`src/rtl/lssr_pkg.sv`:
```
// Shared types and constants of the light-seeking servo ramp.
`timescale 1ns / 1ps
`default_nettype none
package lssr_pkg;

  localparam int SAMPLE_W = 12;
  localparam int POS_W    = 16;
  localparam int COUNT_W  = 8;
  localparam int CFG_IDX_W  = 3;
  localparam int CFG_DATA_W = 16;

  // Register indexes of the configuration port
  localparam logic [CFG_IDX_W-1:0] REG_THRESHOLD  = 3'd0;
  localparam logic [CFG_IDX_W-1:0] REG_TOLERANCE  = 3'd1;
  localparam logic [CFG_IDX_W-1:0] REG_INTERVAL   = 3'd2;
  localparam logic [CFG_IDX_W-1:0] REG_POS_FIRST  = 3'd3;
  localparam logic [CFG_IDX_W-1:0] REG_POS_SECOND = 3'd4;

  localparam logic [SAMPLE_W-1:0] RESET_THRESHOLD  = 12'd2048;
  localparam logic [SAMPLE_W-1:0] RESET_TOLERANCE  = 12'd20;
  localparam logic [COUNT_W-1:0]  RESET_INTERVAL   = 8'd10;
  localparam logic [POS_W-1:0]    RESET_POS_FIRST  = 16'd250;
  localparam logic [POS_W-1:0]    RESET_POS_SECOND = 16'd1250;
  localparam logic [POS_W-1:0]    POS_CENTER       = 16'd750;

  typedef struct packed {
    logic [SAMPLE_W-1:0] sample_first;
    logic [SAMPLE_W-1:0] sample_second;
  } samples_t;

  typedef struct packed {
    logic [POS_W-1:0] position;
    logic             moving;
    logic             lit_first;
    logic             lit_second;
  } result_t;

  typedef struct packed {
    logic [SAMPLE_W-1:0] light_threshold;
    logic [SAMPLE_W-1:0] tolerance;
    logic [COUNT_W-1:0]  check_interval;
    logic [POS_W-1:0]    pos_first_brighter;
    logic [POS_W-1:0]    pos_second_brighter;
  } cfg_t;

endpackage
`default_nettype wire

```
`src/rtl/light_seeking_servo_ramp_top.sv`:
```
// Top level of the light-seeking servo ramp: input stage, ramp core, result stage.
`timescale 1ns / 1ps
`default_nettype none
// Each request is one tick with two light samples and yields one result: the
// servo position, the moving flag and the two lit indicators from the last
// decision. A request is taken every cycle unless sample_stall holds it; its
// result passes through the input register, then the result register. The ramp
// state updates once per request: one request per clock when nothing stalls.
// Configuration registers reset to their defaults and are to be written by the
// user only while no request is in flight; the block does not enforce this.
module light_seeking_servo_ramp_top
  import lssr_pkg::*;
(
  input  wire logic                  clk,
  input  wire logic                  rst,
  input  wire logic                  sample_valid,
  output logic                       sample_stall,
  input  wire samples_t              samples,
  output logic                       result_valid,
  input  wire logic                  result_stall,
  output result_t                    result,
  input  wire logic                  cfg_we,
  input  wire logic [CFG_IDX_W-1:0]  cfg_index,
  input  wire logic [CFG_DATA_W-1:0] cfg_data
);

  cfg_t     cfg;
  samples_t held;
  logic     held_valid;
  logic     advance;
  result_t  core_result;

  assign advance      = held_valid && (!result_valid || !result_stall);
  assign sample_stall = held_valid && !advance;

  always_ff @(posedge clk) begin
    if (rst) begin
      held_valid <= 1'b0;
    end else if (sample_valid && !sample_stall) begin
      held_valid <= 1'b1;
    end else if (advance) begin
      held_valid <= 1'b0;
    end
  end

  always_ff @(posedge clk) begin
    if (sample_valid && !sample_stall) begin
      held <= samples;
    end
  end

  always_ff @(posedge clk) begin
    if (rst) begin
      result_valid <= 1'b0;
    end else if (advance) begin
      result_valid <= 1'b1;
    end else if (!result_stall) begin
      result_valid <= 1'b0;
    end
  end

  always_ff @(posedge clk) begin
    if (advance) begin
      result <= core_result;
    end
  end

  lssr_cfg u_cfg (
    .clk       (clk),
    .rst       (rst),
    .cfg_we    (cfg_we),
    .cfg_index (cfg_index),
    .cfg_data  (cfg_data),
    .cfg       (cfg)
  );

  lssr_core u_core (
    .clk     (clk),
    .rst     (rst),
    .step    (advance),
    .samples (held),
    .cfg     (cfg),
    .result  (core_result)
  );

endmodule
`default_nettype wire

```
`src/rtl/lssr_cfg.sv`:
```
// Configuration register file of the light-seeking servo ramp.
`timescale 1ns / 1ps
`default_nettype none
module lssr_cfg
  import lssr_pkg::*;
(
  input  wire logic                  clk,
  input  wire logic                  rst,
  input  wire logic                  cfg_we,
  input  wire logic [CFG_IDX_W-1:0]  cfg_index,
  input  wire logic [CFG_DATA_W-1:0] cfg_data,
  output cfg_t                       cfg
);

  cfg_t regs;

  always_ff @(posedge clk) begin
    if (rst) begin
      regs.light_threshold     <= RESET_THRESHOLD;
      regs.tolerance           <= RESET_TOLERANCE;
      regs.check_interval      <= RESET_INTERVAL;
      regs.pos_first_brighter  <= RESET_POS_FIRST;
      regs.pos_second_brighter <= RESET_POS_SECOND;
    end else if (cfg_we) begin
      unique case (cfg_index)
        REG_THRESHOLD:  regs.light_threshold     <= cfg_data[SAMPLE_W-1:0];
        REG_TOLERANCE:  regs.tolerance           <= cfg_data[SAMPLE_W-1:0];
        REG_INTERVAL:   regs.check_interval      <= cfg_data[COUNT_W-1:0];
        REG_POS_FIRST:  regs.pos_first_brighter  <= cfg_data;
        REG_POS_SECOND: regs.pos_second_brighter <= cfg_data;
        default: ;
      endcase
    end
  end

  assign cfg = regs;

endmodule
`default_nettype wire

```
`src/rtl/lssr_core.sv`:
```
// Ramp state and its per-tick update: decision, step and periodic sensor check.
`timescale 1ns / 1ps
`default_nettype none
module lssr_core
  import lssr_pkg::*;
(
  input  wire logic     clk,
  input  wire logic     rst,
  input  wire logic     step,
  input  wire samples_t samples,
  input  wire cfg_t     cfg,
  output result_t       result
);

  logic [POS_W-1:0]   position, position_next;
  logic [POS_W-1:0]   target, target_next;
  logic               active, active_next;
  logic [COUNT_W-1:0] steps, steps_next;
  logic               ind_first, ind_first_next;
  logic               ind_second, ind_second_next;

  logic [SAMPLE_W-1:0] diff;
  logic                lit1, lit2;
  logic [POS_W-1:0]    pick;
  logic [COUNT_W-1:0]  steps_inc;

  always_comb begin
    lit1 = samples.sample_first > cfg.light_threshold;
    lit2 = samples.sample_second > cfg.light_threshold;
    diff = (samples.sample_first > samples.sample_second)
         ? samples.sample_first - samples.sample_second
         : samples.sample_second - samples.sample_first;
    if (samples.sample_first > samples.sample_second) begin
      pick = cfg.pos_first_brighter;
    end else if (samples.sample_first < samples.sample_second) begin
      pick = cfg.pos_second_brighter;
    end else begin
      pick = POS_CENTER;
    end
    steps_inc = steps + 1'b1;

    position_next   = position;
    target_next     = target;
    active_next     = active;
    steps_next      = steps;
    ind_first_next  = ind_first;
    ind_second_next = ind_second;

    if (!active) begin
      // decision tick: latch indicators, maybe start a ramp, do not move
      ind_first_next  = lit1;
      ind_second_next = lit2;
      if (diff >= cfg.tolerance && pick != position) begin
        target_next = pick;
        active_next = 1'b1;
        steps_next  = '0;
      end
    end else begin
      if (position < target) begin
        position_next = position + 1'b1;
      end else if (position > target) begin
        position_next = position - 1'b1;
      end
      steps_next = steps_inc;
      if (position_next == target) begin
        active_next = 1'b0;
      end else if (steps_inc >= cfg.check_interval) begin
        // stop when one sensor alone is lit or the pair is balanced
        if (lit1 != lit2 || diff <= cfg.tolerance) begin
          active_next = 1'b0;
        end else begin
          steps_next = '0;
        end
      end
    end
  end

  always_ff @(posedge clk) begin
    if (rst) begin
      position   <= POS_CENTER;
      target     <= POS_CENTER;
      active     <= 1'b0;
      steps      <= '0;
      ind_first  <= 1'b0;
      ind_second <= 1'b0;
    end else if (step) begin
      position   <= position_next;
      target     <= target_next;
      active     <= active_next;
      steps      <= steps_next;
      ind_first  <= ind_first_next;
      ind_second <= ind_second_next;
    end
  end

  assign result.position   = position_next;
  assign result.moving     = active_next;
  assign result.lit_first  = ind_first_next;
  assign result.lit_second = ind_second_next;

  a_active_not_at_target: assert property (@(posedge clk) disable iff (rst)
    active |-> position != target)
    else $error("ramp active while already at target");

  a_decision_holds_position: assert property (@(posedge clk) disable iff (rst)
    step && !active |=> position == $past(position))
    else $error("position moved on a decision tick");

  a_ramp_single_step: assert property (@(posedge clk) disable iff (rst)
    step && active |=> (position == $past(position) + 16'd1 ||
                        position == $past(position) - 16'd1))
    else $error("ramp step was not exactly one");

  a_indicators_hold_in_ramp: assert property (@(posedge clk) disable iff (rst)
    step && active |=> ind_first == $past(ind_first) && ind_second == $past(ind_second))
    else $error("indicators changed during a ramp");

endmodule
`default_nettype wire

```
`config.mk`:
```
export PLATFORM = sky130hd
export DESIGN_NAME = light_seeking_servo_ramp_top
export DESIGN_NICKNAME = d
export VERILOG_FILES = /design/src/rtl/lssr_pkg.sv /design/src/rtl/light_seeking_servo_ramp_top.sv /design/src/rtl/lssr_cfg.sv /design/src/rtl/lssr_core.sv
export SDC_FILE = /design/constraint.sdc
export NUM_CORES = 1
export LEC_CHECK = 0
export ABC_CLOCK_PERIOD_IN_PS = 6600
export BUFFER_PORTS_ARGS = -buffer_cell sky130_fd_sc_hd__buf_2
export CAP_MARGIN = 30
export CORE_MARGIN = 10
export CORE_UTILIZATION = 40
export DETAILED_ROUTE_END_ITERATION = 16
export REMOVE_ABC_BUFFERS = 1
export SLEW_MARGIN = 20
export SYNTH_ARGS = -nofsm -noshare
export SYNTH_HDL_FRONTEND = slang
export SYNTH_SLANG_ARGS = --single-unit
```
`constraint.sdc`:
```
create_clock -name clk -period 6.6 [get_ports clk]
set_clock_uncertainty 0.1 [all_clocks]
set_input_delay 0.99 -clock clk [delete_from_list [all_inputs] [get_ports clk]]
set_output_delay 0.99 -clock clk [all_outputs]
set_load 0.1 [all_outputs]
```
==> metrics.md <==
| Metric | Value |
|---|---|
| Status | complete, no violations |
| Die W | 180 um |
| HPWL after DPL | 22800 um |
| Clock Latency Late Sink | 440 ps |
| Placer congestion estimate | roughly 0.95 |
| Arr. time, crit path | about 6200 ps |
| Yosys reg bits | 152 |
| Top cells by area, synth | dfxtp_1, edfxtp_1, ha_1 |
| Synth Cell Area | 0.0102 mm2 |
| Post-synth EDFFs | 43 |
| Mean Syn Cell Area | 8.35 um2 |
| Crit. End Element | register |
| Number of global-route vias before repair | about 8700 |
| Die Height | roughly 180 um |
| Pin count of the biggest net entering global routing | 56 |
| R2R depth | 23 |
| Reg2Reg Capture Point | u_core.steps[0] |
| Starting density of the core | 40.6% |
| Detail Route Antenna Nets | 0 |
| Top FF cell, synth | dfxtp_1 |
| TritonCTS buffer count | 17 |
| Crit-path most repeated cell | inv_1 |
| Via count | 8942 |
| Stages on worst setup path | 23 |
| CP Class | reg -> reg |
| CTS root buffer | clkbuf_16 |
| Total gr overflow | 0 |
| TNS Setup | 0 ps |
| Drt initial violations | about 850 |
| Syn-to-layout area delta | 11.8% |
| Critical path's top delay family | compound AO/OA/AOI/OAI gates |
| Final setup vio count | 0 |
| Hold Crit Class | reg -> reg |
| Worst Max-Slew Pin Slew | 956 ps |
| Placed Cells | approximately 1600 |
| Clock buffer depth | 2 |
| Aggregate global-route resource usage | between 10% and 20% |
| Crit path to | u_core.steps[0] |
| Max-cap viol count | 0 |
| Port bufs | 68 |
| Slew Viols, Final | 0 |
| Clock sinks | ~150 |
| Max incr delay on CP | 490 ps |
| Crit share post-route | 89.4% |
| Yosys top cell by area | dfxtp_1 |
| Fmax | 0.169 GHz |
| Max_slew headroom | approximately 36% |
| Die area | 0.0323 mm2 |
| First-pass GRT wire length | around 47000 um |
| R2r setup slk | about 700 ps |
| Worst endpoint required time | 6880 ps |
| Reg-to-reg startpoint | held[12] |
| Final std cells w/o fill | 1605 |
| Critical Path Start | held[12] |
| Final WL | 29600 um |
| Top cell type's share of synthesized area | 21.4% |
| Residual DRC | 0 |
| Synthesized instance count | 1224 |
| Post-CTS Resized | 0 |
| Share of cells above drive strength 1 | around an eighth |
| Period minus WS final | 5900 ps |
| CORE AREA | 0.0252 mm2 |
| Setup crit start kind | register |
| Initial antenna violation count | 0 |
| Cell row count | 58 |
| Final hold vios | 0 |
| Buffer count from post-CTS setup fixing | 0 |
| Top cells by count, synth | nand2_1, dfxtp_1, inv_1 |
| DR WL/cell | 18.4 um |
| Max FO, Critical Path | 22 |
| IO Pins | a little under 70 |
| Synth Warn # | 0 |
| Asr flop ratio synth | 0% |
| Chain of cells forming the critical path | inv_1 > ha_1 > inv_1 > fa_1 > a21oi_1 > o211ai_1 > a211o_1 > buf_4 > nand2_1 > mux2i_1 > inv_1 > a21oi_1 > o21ai_0 > a221oi_1 > xnor2_1 > ha_1 > o21a_1 > o211a_1 > a221oi_1 > a21o_1 > nor2_1 > nor3_2 > mux2_2 |
| Clock transition at path regs | 60 ps |
| CTS tree | yes |
| Yosys cell types | 88 |
| Seq/Total Area, Yosys | 34.0% |
| TritonRoute pass-1 iters | 9 |
| Antenna diodes | 0 |
| Cts hold-fix bufs | 0 |
| Peak VDD IR | around 0.14 mV |
| Crit path buffers/inverters | 4 |
| H-tree depth | 4 |
| Static Leak | about 4.6 nW |
| Cell with the most instances after synthesis | nand2_1 |
| DR vias/cell | between 5 and 6 |
| RSZ-0062 raised after global routing | false |
| Nets@finish | 1398 |
| Pwr per Cell Area | 241 mW/mm2 |
| Worst path slowest cell | a221oi_1 |
-- worst register-to-register path, cell delays in order, from the launching register on --
cell      delay (ps)
edfxtp_1         390
inv_1             90
ha_1             140
inv_1             60
fa_1             400
a21oi_1          240
o211ai_1         200
a211o_1          330
buf_4            210
nand2_1          390
mux2i_1          380
inv_1             70
a21oi_1          210
o21ai_0          110
a221oi_1         320
xnor2_1          190
ha_1             270
o21a_1           110
o211a_1          200
a221oi_1         490
a21o_1           240
nor2_1            70
nor3_2           400
mux2_2           250
-- area by class of cell --
cell class	instances	area (um2)
fillers	2467	13800
multi-input cells	907	6090
flip-flops and latches	152	3470
clock buffers	18	439
repair buffers	79	427
well taps	330	413
inverters	105	394
clock inverters	14	181
-- cells by family (layout without fill, tap and decap cells) --
kind of cell    Yosys count  in the layout  share of synthesized area [%]
fa+ha+maj                88             88                           10.9
buf+inv                 165            216                           6.46
compound gates          280            280                           19.0
mux                      17             17                           1.70
simple gates            452            452                           21.9
xor+xnor                 70             70                           6.00
flops                   152            152                           34.0
-- state kept, by name, summed over array words and instances (netlist names) --
name and flops:
held_valid 1, u_core.position 16, u_core.ind_second 1, held 24, u_core.active 1, u_core.target 16, u_core.steps 8, u_cfg.cfg 64
u_core.ind_first 1, result_valid 1, result 19
-- layout by cell type (no fill, tap or decap), types with 8 or more instances in the layout --
| master | netlist | layout |
|---|---|---|
| clkbuf_16 | 0 | 17 |
| nor3_1 | 25 | 24 |
| buf_4 | 2 | 10 |
| nand2_1 | 206 | 206 |
| o21ai_0 | 25 | 25 |
| nor2b_1 | 11 | 10 |
| o22ai_1 | 11 | 11 |
| a311oi_1 | 10 | 10 |
| buf_2 | 13 | 68 |
| nand2b_1 | 15 | 15 |
| o211ai_1 | 20 | 20 |
| nand3_1 | 35 | 35 |
| a21oi_1 | 96 | 96 |
| nand4_1 | 21 | 21 |
| mux2i_1 | 14 | 14 |
| nor2_1 | 73 | 73 |
| dfxtp_1 | 109 | 109 |
| ha_1 | 86 | 86 |
| a21o_1 | 24 | 24 |
| xor2_1 | 20 | 20 |
| inv_1 | 104 | 104 |
| and3_1 | 12 | 12 |
| xnor2_1 | 50 | 50 |
| a211oi_1 | 8 | 8 |
| edfxtp_1 | 43 | 43 |
-- how the worst min path moves through the flow --
stage	startpoint	end	slack [ps]	cells past startpoint
finish	u_cfg.cfg[14]	u_cfg.cfg[14]	350	2
global route	u_cfg.cfg[34]	u_cfg.cfg[34]	380	2
CTS	u_cfg.cfg[14]	u_cfg.cfg[14]	360	2
detailed placement	u_cfg.cfg[14]	u_cfg.cfg[14]	350	2
global placement	u_cfg.cfg[51]	u_cfg.cfg[51]	340	2
floorplan	u_cfg.cfg[14]	u_cfg.cfg[14]	330	2
-- layer usage --
layer  wire length (um)  vias to the layer above  GRT usage, %
li1                   -                     4426             -
met1              12900                     4167          22.1
met2              14200                      281          30.2
met3               1630                       68          3.71
met4                788                        0          5.92
met5                  0                        -             0
-- power by group --
group	switching [mW]	total [mW]	internal, mW
clock	0.431	1.05	0.615
sequential	0.0353	1.03	0.999
combinational	0.434	0.674	0.240
total	0.900	2.75	1.85
-- stage by stage --
stage                     cell area (um2)  util, %  power (mW)  hold WS [ps]  setup WS, ps
after floorplan                      9950        -        1.51           330          1000
after global placement              10800     42.8        1.70           343           948
after detailed placement            10800     42.9        1.72           347           810
after CTS                           11400     45.3        2.76           356           765
after global routing                11400     45.3        2.88           377           269
final                               11400     45.3        2.75           354           700
(Power assumes the default switching activity.)
